--- src/sv/multi_channel_servo_pwm_unit_defines.svh ---
// ---------------------------------------------------------------------------
// multi_channel_servo_pwm_unit assertion macros
// Concurrent assertion wrappers clocked on clk, with or without reset gating.
// ---------------------------------------------------------------------------
`ifndef MULTI_CHANNEL_SERVO_PWM_UNIT_DEFINES_SVH
`define MULTI_CHANNEL_SERVO_PWM_UNIT_DEFINES_SVH

`ifndef ASSERT_OFF
`define MCSP_ASSERT(lbl, prop, msg) \
  lbl: assert property (@(posedge clk) disable iff (!rst_n) prop) else $error(msg);
`define MCSP_ASSERT_ALWAYS(lbl, prop, msg) \
  lbl: assert property (@(posedge clk) prop) else $error(msg);
`else
`define MCSP_ASSERT(lbl, prop, msg)
`define MCSP_ASSERT_ALWAYS(lbl, prop, msg)
`endif

`endif

--- src/sv/mcsp_pkg.sv ---
// ---------------------------------------------------------------------------
// mcsp_pkg
// Widths, reset values, register indexes and result type of the servo unit.
// ---------------------------------------------------------------------------
package mcsp_pkg;

  localparam int TICK_W      = 12;
  localparam int SEL_W       = 3;
  localparam int FRAME_W     = 10;
  localparam int PIN_W       = 8;
  localparam int CFG_IDX_W   = 1;
  localparam int CFG_DATA_W  = 12;
  localparam int IN_TDATA_W  = 16;
  localparam int OUT_TDATA_W = 24;
  localparam int RESULT_W    = PIN_W + 1 + FRAME_W;

  localparam logic [TICK_W-1:0] POS_RESET    = 12'd54;
  localparam logic [TICK_W-1:0] PERIOD_RESET = 12'd2000;
  localparam logic [TICK_W-1:0] DEAD_RESET   = 12'd250;

  localparam logic [CFG_IDX_W-1:0] REG_PERIOD_TICKS    = 1'b0;
  localparam logic [CFG_IDX_W-1:0] REG_DEAD_TIME_START = 1'b1;

  localparam logic REQ_TICK  = 1'b0;
  localparam logic REQ_WRITE = 1'b1;

  // packed so that pin_levels sits in the lowest bits
  typedef struct packed {
    logic [FRAME_W-1:0] frame_count;
    logic               dead_time;
    logic [PIN_W-1:0]   pin_levels;
  } result_t;

endpackage

--- src/sv/multi_channel_servo_pwm_unit.sv ---
// ---------------------------------------------------------------------------
// multi_channel_servo_pwm_unit
// Multi-channel servo pulse generator with a tick/position-write stream in.
// ---------------------------------------------------------------------------
// The unit takes one transfer per clock cycle while in_tready is high, tick
// or position write, and answers each with one registered result transfer
// (pin levels, dead-time flag, frame count). All state updates for a
// transfer happen in the cycle it is accepted; the result goes into a
// two-entry output buffer, so input transfers keep flowing while one result
// waits, and in_tready only drops once both buffer entries are full.
`include "multi_channel_servo_pwm_unit_defines.svh"

module multi_channel_servo_pwm_unit #(
  parameter int CHANNELS   = 8,
  parameter int FRAME_WRAP = 1000
) (
  input  logic                              clk,
  input  logic                              rst_n,
  input  logic                              cfg_wen,
  input  logic [mcsp_pkg::CFG_IDX_W-1:0]    cfg_index,
  input  logic [mcsp_pkg::CFG_DATA_W-1:0]   cfg_wdata,
  input  logic                              in_tvalid,
  output logic                              in_tready,
  // [2:0] channel_sel, [14:3] position_value, [15] zero
  input  logic [mcsp_pkg::IN_TDATA_W-1:0]   in_tdata,
  // [0] req_type
  input  logic                              in_tuser,
  output logic                              out_tvalid,
  input  logic                              out_tready,
  // [7:0] pin_levels, [8] dead_time, [18:9] frame_count, [23:19] zero
  output logic [mcsp_pkg::OUT_TDATA_W-1:0]  out_tdata
);

  import mcsp_pkg::*;

  localparam int PAD_W = (CHANNELS > PIN_W) ? CHANNELS : PIN_W;

  logic [TICK_W-1:0]   period_r;
  logic [TICK_W-1:0]   dead_start_r;
  logic [TICK_W-1:0]   tick_r, tick_nxt, tick_inc;
  logic [CHANNELS-1:0] levels_r, levels_nxt;
  logic [TICK_W-1:0]   pos_r [CHANNELS];
  logic [FRAME_W-1:0]  frame_r, frame_nxt;
  logic [FRAME_W:0]    frame_inc;
  logic                dead_r, dead_nxt;
  logic [PAD_W-1:0]    levels_ext;

  logic                in_acc, out_acc, is_tick, frame_end, frame_acc;
  logic [SEL_W-1:0]    in_sel;
  logic [TICK_W-1:0]   in_pos;
  result_t             res_nxt, out_r, skid_r;
  logic                out_valid_r, skid_valid_r;

  assign in_tready = !skid_valid_r;
  assign in_acc    = in_tvalid && in_tready;
  assign out_acc   = out_tvalid && out_tready;
  assign in_sel    = in_tdata[SEL_W-1:0];
  assign in_pos    = in_tdata[SEL_W+TICK_W-1:SEL_W];
  assign is_tick   = (in_tuser == REQ_TICK);

  always_ff @(posedge clk) begin
    if (!rst_n) begin
      period_r     <= PERIOD_RESET;
      dead_start_r <= DEAD_RESET;
    end else if (cfg_wen) begin
      unique case (cfg_index)
        REG_PERIOD_TICKS:    period_r     <= cfg_wdata;
        REG_DEAD_TIME_START: dead_start_r <= cfg_wdata;
        default: ;
      endcase
    end
  end

  assign tick_inc  = tick_r + 1'b1;
  assign frame_end = (tick_inc == period_r);
  assign frame_acc = in_acc && is_tick && frame_end;
  assign frame_inc = {1'b0, frame_r} + 1'b1;

  always_comb begin
    tick_nxt   = tick_r;
    levels_nxt = levels_r;
    dead_nxt   = dead_r;
    frame_nxt  = frame_r;
    if (is_tick) begin
      tick_nxt = tick_inc;
      for (int ch = 0; ch < CHANNELS; ch++) begin
        if (pos_r[ch] == tick_inc) levels_nxt[ch] = 1'b0;
      end
      if (tick_inc == dead_start_r) dead_nxt = 1'b1;
      if (frame_end) begin
        tick_nxt   = '0;
        levels_nxt = '1;
        dead_nxt   = 1'b0;
        frame_nxt  = (frame_inc == (FRAME_W+1)'(FRAME_WRAP)) ? '0 : frame_inc[FRAME_W-1:0];
      end
    end
  end

  assign levels_ext          = PAD_W'(levels_nxt);
  assign res_nxt.pin_levels  = levels_ext[PIN_W-1:0];
  assign res_nxt.dead_time   = dead_nxt;
  assign res_nxt.frame_count = frame_nxt;

  always_ff @(posedge clk) begin
    if (!rst_n) begin
      tick_r   <= '0;
      levels_r <= '0;
      dead_r   <= 1'b0;
      frame_r  <= '0;
      for (int ch = 0; ch < CHANNELS; ch++) pos_r[ch] <= POS_RESET;
    end else if (in_acc) begin
      tick_r   <= tick_nxt;
      levels_r <= levels_nxt;
      dead_r   <= dead_nxt;
      frame_r  <= frame_nxt;
      for (int ch = 0; ch < CHANNELS; ch++) begin
        if (!is_tick && int'(in_sel) == ch) pos_r[ch] <= in_pos;
      end
    end
  end

  // two-entry output buffer
  always_ff @(posedge clk) begin
    if (!rst_n) begin
      out_valid_r  <= 1'b0;
      skid_valid_r <= 1'b0;
    end else begin
      priority if (out_acc && skid_valid_r) begin
        out_r        <= skid_r;
        skid_valid_r <= 1'b0;
      end else if (out_acc) begin
        out_valid_r <= in_acc;
        if (in_acc) out_r <= res_nxt;
      end else if (in_acc && !out_valid_r) begin
        out_r       <= res_nxt;
        out_valid_r <= 1'b1;
      end else if (in_acc) begin
        skid_r       <= res_nxt;
        skid_valid_r <= 1'b1;
      end else begin
      end
    end
  end

  assign out_tvalid = out_valid_r;
  assign out_tdata  = OUT_TDATA_W'(out_r);

  `MCSP_ASSERT(a_skid_needs_out, skid_valid_r |-> out_valid_r, "skid without output entry")
  `MCSP_ASSERT(a_frame_in_range, frame_r <= FRAME_W'(FRAME_WRAP - 1), "frame counter past wrap")
  `MCSP_ASSERT(a_frame_restart, frame_acc |=> (tick_r == '0 && levels_r == '1), "no frame restart")
  `MCSP_ASSERT_ALWAYS(a_reset_empty, !rst_n |=> (!out_tvalid && in_tready), "not empty after reset")

endmodule
--- config.mk ---
export PLATFORM = sky130hd
export DESIGN_NAME = multi_channel_servo_pwm_unit
export DESIGN_NICKNAME = d
export VERILOG_FILES = /design/src/sv/mcsp_pkg.sv /design/src/sv/multi_channel_servo_pwm_unit.sv
export VERILOG_INCLUDE_DIRS = /design/src /design/src/sv
export SDC_FILE = /design/constraint.sdc
export NUM_CORES = 1
export LEC_CHECK = 0
export BUFFER_PORTS_ARGS = -buffer_cell sky130_fd_sc_hd__buf_4
export CORE_MARGIN = 3
export CORE_UTILIZATION = 52
export CTS_CLUSTER_DIAMETER = 60
export CTS_CLUSTER_SIZE = 24
export DETAILED_ROUTE_END_ITERATION = 7
export GPL_ROUTABILITY_DRIVEN = 0
export MAX_ROUTING_LAYER = met4
export PLACE_DENSITY = 0.73
export SYNTH_ARGS = -nofsm -noshare
export SYNTH_HDL_FRONTEND = slang
export SYNTH_SLANG_ARGS = --single-unit
--- constraint.sdc ---
create_clock -name clk -period 3.1 [get_ports clk]
set_input_delay 0.62 -clock clk [delete_from_list [all_inputs] [get_ports clk]]
set_output_delay 0.62 -clock clk [all_outputs]
set_load 0.005 [all_outputs]
==> results of run 1 <==
==> flip-flops by register name, indices dropped and copies added, names as in the netlist <==
name,cells
pos_r,96
out_tdata,19
skid_r,19
dead_start_r,12
period_r,12
tick_r,12
frame_r,10
levels_r,8
dead_r,1
out_tvalid,1
skid_valid_r,1
==> power by group through the flow <==
| stage | registers (mW) | clock network, mW | logic [mW] |
|---|---|---|---|
| 2_1_floorplan | 2.92 | 0 | 0.291 |
| 3_3_place_gp | 2.93 | 0 | 0.441 |
| 3_5_place_dp | 2.93 | 0 | 0.450 |
| 4_1_cts | 2.87 | 2.12 | 0.454 |
| 5_1_grt | 2.88 | 2.21 | 0.494 |
| 6_report | 2.87 | 2.10 | 0.453 |
==> metal layers <==
layer,GRT usage [%],routed length [um],vias to the layer above
met5,-,0,-
met4,6.32,383,0
met3,3.37,967,33
met2,38.4,11800,182
met1,28.6,9870,3484
li1,-,-,3439
==> worst paths after layout <==
| check | start | end | slack (ns) | cells after the start |
|---|---|---|---|---|
| max reg2reg | tick_r[0] | out_tdata[5] | 0.18 | 9 |
| max | tick_r[0] | out_tdata[5] | 0.18 | 9 |
| min reg2reg | dead_start_r[0] | dead_start_r[0] | 0.47 | 2 |
| min | cfg_wdata[7] | period_r[7] | 0.39 | 3 |
==> logic make-up after synthesis <==
group	after synthesis
flip-flops	191
other	1
multiplexers	20
AO/OA/AOI/OAI	125
XOR/XNOR	127
AND/OR/NAND/NOR	374
buffers and inverters	85
adder cells (fa/ha/maj)	2
==> metrics by stage <==
| step | hold slack, ns | std cells | power [mW] | setup WS, ns | cell area (um2) |
|---|---|---|---|---|---|
| after floorplan | 0.448 | 929 | 3.21 | 0.424 | 10100 |
| after global placement | 0.461 | 1239 | 3.37 | 0.197 | 11000 |
| after detailed placement | 0.467 | 1239 | 3.38 | 0.0909 | 11000 |
| after CTS | 0.380 | 1271 | 5.45 | 0.0421 | 11500 |
| after global routing | 0.390 | 1271 | 5.59 | 0.0591 | 11500 |
| final | 0.394 | 1271 | 5.43 | 0.180 | 11500 |
==> worst max-delay path: cells and delay by family (launching register included) <==
kind | cells | cell delay [ns]
AO/OA/AOI/OAI | 3 | 0.80
AND/OR/NAND/NOR | 1 | 0.20
multiplexers | 1 | 0.36
flip-flops | 1 | 0.34
buffers and inverters | 3 | 0.78
XOR/XNOR | 1 | 0.19
==> what timing repair did <==
| item | 4_1_cts | 5_1_grt |
|---|---|---|
| setup endpoints to repair | 0 | 6 |
| gates resized for setup | 0 | 2 |
| hold buffers | 0 | 0 |
==> cell usage in the layout (no fill, tap or decap), types with 12 or more instances in the layout <==
master     Yosys  routed
a21oi_1       43      43
a31oi_1       14      14
buf_4         10     110
clkbuf_16      0      17
dfxtp_1       57      56
edfxtp_1     134     134
inv_1         24      23
mux2_2        13      13
nand2_1      117     117
nand3_1       26      26
nand4_1       14      14
nor2_1        87      87
nor4_1        16      15
o21ai_0       12      12
or3_1         36      36
xnor2_1       62      62
xnor3_1       27      27
xor2_1        34      34
==> layout make-up <==
cell class / count / area (um2) / share of cell area (%)
sequential: 191 / 5170 / 44.8
multi-input combinational: 653 / 4570 / 39.6
timing repair buffer: 110 / 826 / 7.16
clock buffer: 17 / 425 / 3.69
tap: 260 / 325 / 2.82
clock inverter: 15 / 131 / 1.14
inverter: 25 / 93.8 / 0.813
==> impl_metrics.py, run 1 <==
metrics = {
    "worst_setup_path": {
        "worstSetupPathType": "flop to flop",
        "critPathMostFrequentCell": "buf_4",
        "slowest_stage": "a2111oi_0",
        "path_cells": "buf_4 > nand3_4 > xor2_2 > buf_4 > mux2_2 > a2111oi_0 > buf_4 > a41o_1 > a31oi_1",
        "cp-end-kind": "flop",
        "crit_path_start_kind": "flop",
        "critPathArrivalTime_ns": 3.10,
        "crit_required_ns": 3.28,
        "path_max_fanout": 16,
        "critPathMaxStageDelay_ns": 0.48,
    },
    "sta": {
        "slew_violations": 0,
        "rsz0062_at_grt": "no",
        "slew-limit-headroom_pct": 39.8,
        "timing.fmax_mhz": 342,
        "tns_ns": 0,
        "skew_ns": 0.0103,
        "setup_viol": 0,
        "min_period_over_period_pct": 94.2,
        "fin_crit_ns": 2.92,
        "hold_violations": 0,
        "tightestPinTransition_ns": 0.901,
    },
    "final_layout": {
        "syn2layout_area_growth_pct": 14.4,
        "drive_above_1_share_pct": 18.3,
        "n_fill_cell": 1576,
        "fin_nets": 1035,
        "final_util_pct": 61.1,
        "num_antenna_cells": 0,
    },
    "grt": {
        "grt_pass1_wl_um": 36900,
        "grt-ovfl-total": 0,
        "grt_usage_pct": 22.6,
        "antenna_found_initial": 0,
        "grt_max_degree": 47,
        "grt_pass1_vias": 6955,
    },
    "route": {
        "drtIter0Drc": 612,
        "vias": 7138,
        "viasPerCell": 5.62,
        "drc_errors": 0,
        "ant_nets": 0,
        "drtPass1Iterations": 5,
        "wire_per_inst_um": 18.1,
        "wl_um": 23100,
    },
    "floorplanning": {
        "io_pins": 61,
        "die_y_um": 145,
        "core_area_um2": 18900,
        "die_area_um2": 21100,
        "fp-row-count": 50,
        "start_util_pct": 53.4,
        "die_w_um": 145,
    },
    "logic_synthesis": {
        "netlist_instances": 925,
        "synth_xor_area_share_pct": 15.1,
        "netlist_area_um2": 10100,
        "synth-seq-cells": 191,
        "synth-simple-area-share_pct": 19.3,
        "netlist.area_leader.share_pct": 39.9,
        "synth_top_family_by_area": "simple AND/OR/NAND/NOR gates",
        "seq_area_frac_synth_pct": 51.2,
        "synthMuxAreaShare_pct": 2.20,
        "synth_compound_area_share_pct": 7.98,
        "synthFlopType": "edfxtp_1",
        "yosysTopAreaCell": "edfxtp_1",
        "ys_warn_count": 0,
        "post-synth-top-count-cell": "edfxtp_1",
        "synth_edf_count": 134,
        "synth_cell_types": 73,
        "synth.top_cells.by_count": "134 x edfxtp_1, 117 x nand2_1, 87 x nor2_1, 62 x xnor2_1, 57 x dfxtp_1",
        "synthAdderAreaFrac_pct": 0.248,
        "syn_area_per_cell_um2": 10.9,
        "postSynth.asyncResetShare_pct": 0,
        "synth_top_cells_by_area": "edfxtp_1 40%, dfxtp_1 11%, xnor3_1 6.0%",
    },
    "run": {
        "maxCapViolations": 0,
    },
    "clock_tree": {
        "cts-root-buf": "clkbuf_16",
        "cts_buffer_depth": 2,
        "worstSkewPairLatency_ns": 0.44,
        "post_cts_buffers": 0,
        "clock-sinks": 191,
        "cts_tree": "done",
        "htree_levels": 4,
        "path_clk_slew_ns": 0.08,
        "cts_buffers": 17,
    },
    "placement": {
        "port_buffers": 54,
        "dp_hpwl_um": 16200,
    },
    "power_and_ir_drop": {
        "power_switching_mw": 1.35,
        "power_frac_comb_pct": 8.4,
        "switching_share_pct": 24.9,
        "p_per_area_nw_per_um2": 470,
        "vdd_drop_max_v": 0.000427,
        "power.clock.fraction_pct": 38.7,
        "seqPwrFrac_pct": 52.9,
        "intPower_mw": 4.08,
        "p_leak_nw": 4.45,
    },
    "status": {
        "status": "complete, no violations",
    },
    "hold_path": {
        "hp-class": "input port to flop",
    },
}
Power figures use the tool's default switching activity.
==> inputs of run 2 (changes only) <==
CTS_BUF_LIST = sky130_fd_sc_hd__clkbuf_4   (was default)
==> run 2 against run 1 <==
Effect of this change:
- design area fell by 2.6%
- largest cell class unchanged
- setup slack got worse by 0.013 ns
- clock-buffer cell count did not move
==> impl_metrics.py, run 2 (synthesis gave the netlist of run 1 again) <==
metrics = {
    "status": {
        "status": "complete, no violations",
    },
    "final_layout": {
        "top_register": "pos_r",
        "ff_latch_area_um2": 5170,
        "final_cell_mix": "134 x edfxtp_1, 117 x nand2_1, 110 x buf_4",
        "largest_reg_flops": 96,
        "n_fill_cell": 1633,
        "final_util_pct": 59.5,
        "fin_area_um2": 11200,
        "fin_nets": 1035,
        "final_common_cell": "edfxtp_1",
        "drive_above_1_share_pct": 18.3,
        "syn2layout_area_growth_pct": 11.4,
        "multiInputGateArea_um2": 4560,
    },
    "placement": {
        "port_buffers": 54,
        "post_dp_cell_area_um2": 11000,
        "dp_hpwl_um": 16200,
    },
    "power_and_ir_drop": {
        "vdd_drop_max_v": 0.000261,
        "p_leak_nw": 4.31,
        "p_per_area_nw_per_um2": 409,
    },
    "worst_setup_path": {
        "cp-end-kind": "flop",
        "worst_r2r_path_depth": 9,
        "r2r-start": "tick_r[0]",
        "critPathArrivalTime_ns": 3.28,
        "rrSetupSlack_ns": 0.17,
        "path_max_fanout": 17,
        "rr_endpoint": "out_tdata[6]",
        "crit_path_start_kind": "flop",
        "crit_required_ns": 3.44,
        "worstSetupPathType": "flop to flop",
    },
    "route": {
        "ant_nets": 0,
        "drtIter0Drc": 522,
        "wl_um": 22600,
        "drtPass1Iterations": 6,
        "vias": 7077,
        "drc_errors": 0,
        "wire_per_inst_um": 17.8,
        "viasPerCell": 5.56,
    },
    "clock_tree": {
        "cts-hold-fix-buffers": 0,
        "cts_tree": "done",
        "cts_buffer_depth": 2,
        "cts-root-buf": "clkbuf_4",
        "clock-sinks": 191,
        "path_clk_slew_ns": 0.17,
        "htree_levels": 4,
        "cts_buffers": 17,
        "worstSkewPairLatency_ns": 0.57,
    },
    "floorplanning": {
        "die_w_um": 145,
        "die_y_um": 145,
        "fp-row-count": 50,
        "start_util_pct": 53.4,
        "core_area_um2": 18900,
        "io_pins": 61,
        "die_area_um2": 21100,
    },
    "hold_path": {
        "min_from": "cfg_wdata[7]",
        "worstHoldPathCells": 3,
        "hold_path_end": "period_r[7]",
        "hp-class": "input port to flop",
    },
    "sta": {
        "rsz0062_at_grt": "no",
        "timing.fmax_mhz": 341,
        "tightestPinTransition_ns": 0.905,
        "skew_ns": 0.0299,
        "fin_crit_ns": 2.93,
        "setup_viol": 0,
        "tns_ns": 0,
        "min_period_over_period_pct": 94.6,
        "slew-limit-headroom_pct": 39.5,
        "hold_violations": 0,
        "slew_violations": 0,
    },
    "grt": {
        "antenna_found_initial": 1,
        "grt-ovfl-total": 0,
        "grt_pass1_wl_um": 36400,
        "grt_max_degree": 47,
        "grt_pass1_vias": 6888,
        "grt_usage_pct": 22.3,
    },
    "run": {
        "maxCapViolations": 0,
    },
}
-- run 2: worst max path at each step --
stage,startpoint,endpoint,slack (ns)
after detailed placement,tick_r[2],out_tdata[5],0.09
after CTS,tick_r[2],out_tdata[5],0.02
after floorplan,tick_r[1],out_tdata[9],0.42
after global routing,tick_r[0],out_tdata[6],0.004
final,tick_r[0],out_tdata[6],0.17
after global placement,tick_r[2],out_tdata[6],0.20
-- run 2: final cells by class --
type / count / area share, %
Tap cell: 260 / 2.90
Clock inverter: 15 / 1.17
Clock buffer: 17 / 1.14
Multi-Input combinational cell: 653 / 40.6
Antenna cell: 1 / 0.0223
Inverter: 25 / 0.835
Timing Repair Buffer: 110 / 7.35
Sequential cell: 191 / 46.0
-- run 2: worst max-delay path: stages (launching register included) --
cell and delay (ns):
dfxtp_1 0.37, buf_4 0.31, nand3_2 0.26, o32a_1 0.39, and4_1 0.19, and4_1 0.24
nand4_2 0.24, buf_4 0.28, o21ai_1 0.15, mux2_2 0.28
-- run 2: layer usage --
layer,GRT usage (%),share of wire (%),up-vias
li1,-,-,3427
met1,28.7,42,3455
met2,36.9,50,166
met3,4.12,5.5,29
met4,5.70,1.7,0
met5,-,0,-
-- run 2: per-stage QoR --
stage | total power [mW] | setup WS (ns) | hold slack (ns) | std cells
3_5_place_dp | 3.38 | 0.0909 | 0.467 | 1239
2_1_floorplan | 3.21 | 0.424 | 0.448 | 929
6_report | 4.60 | 0.166 | 0.254 | 1272
4_1_cts | 4.63 | 0.0212 | 0.198 | 1271
3_3_place_gp | 3.37 | 0.197 | 0.461 | 1239
5_1_grt | 4.79 | 0.00411 | 0.187 | 1272
-- run 2: timing repair --
action                                 4_1_cts  5_1_grt
setup endpoints to repair                    0        6
setup buffers                                0        0
endpoints found under the hold margin        0        0
resized for setup                            0        2
-- run 2: where the power goes --
group	switching, mW	total [mW]	internal [mW]
logic	0.246	0.450	0.204
clock network	0.929	1.27	0.346
registers	0.0555	2.87	2.82
total	1.23	4.60	3.37
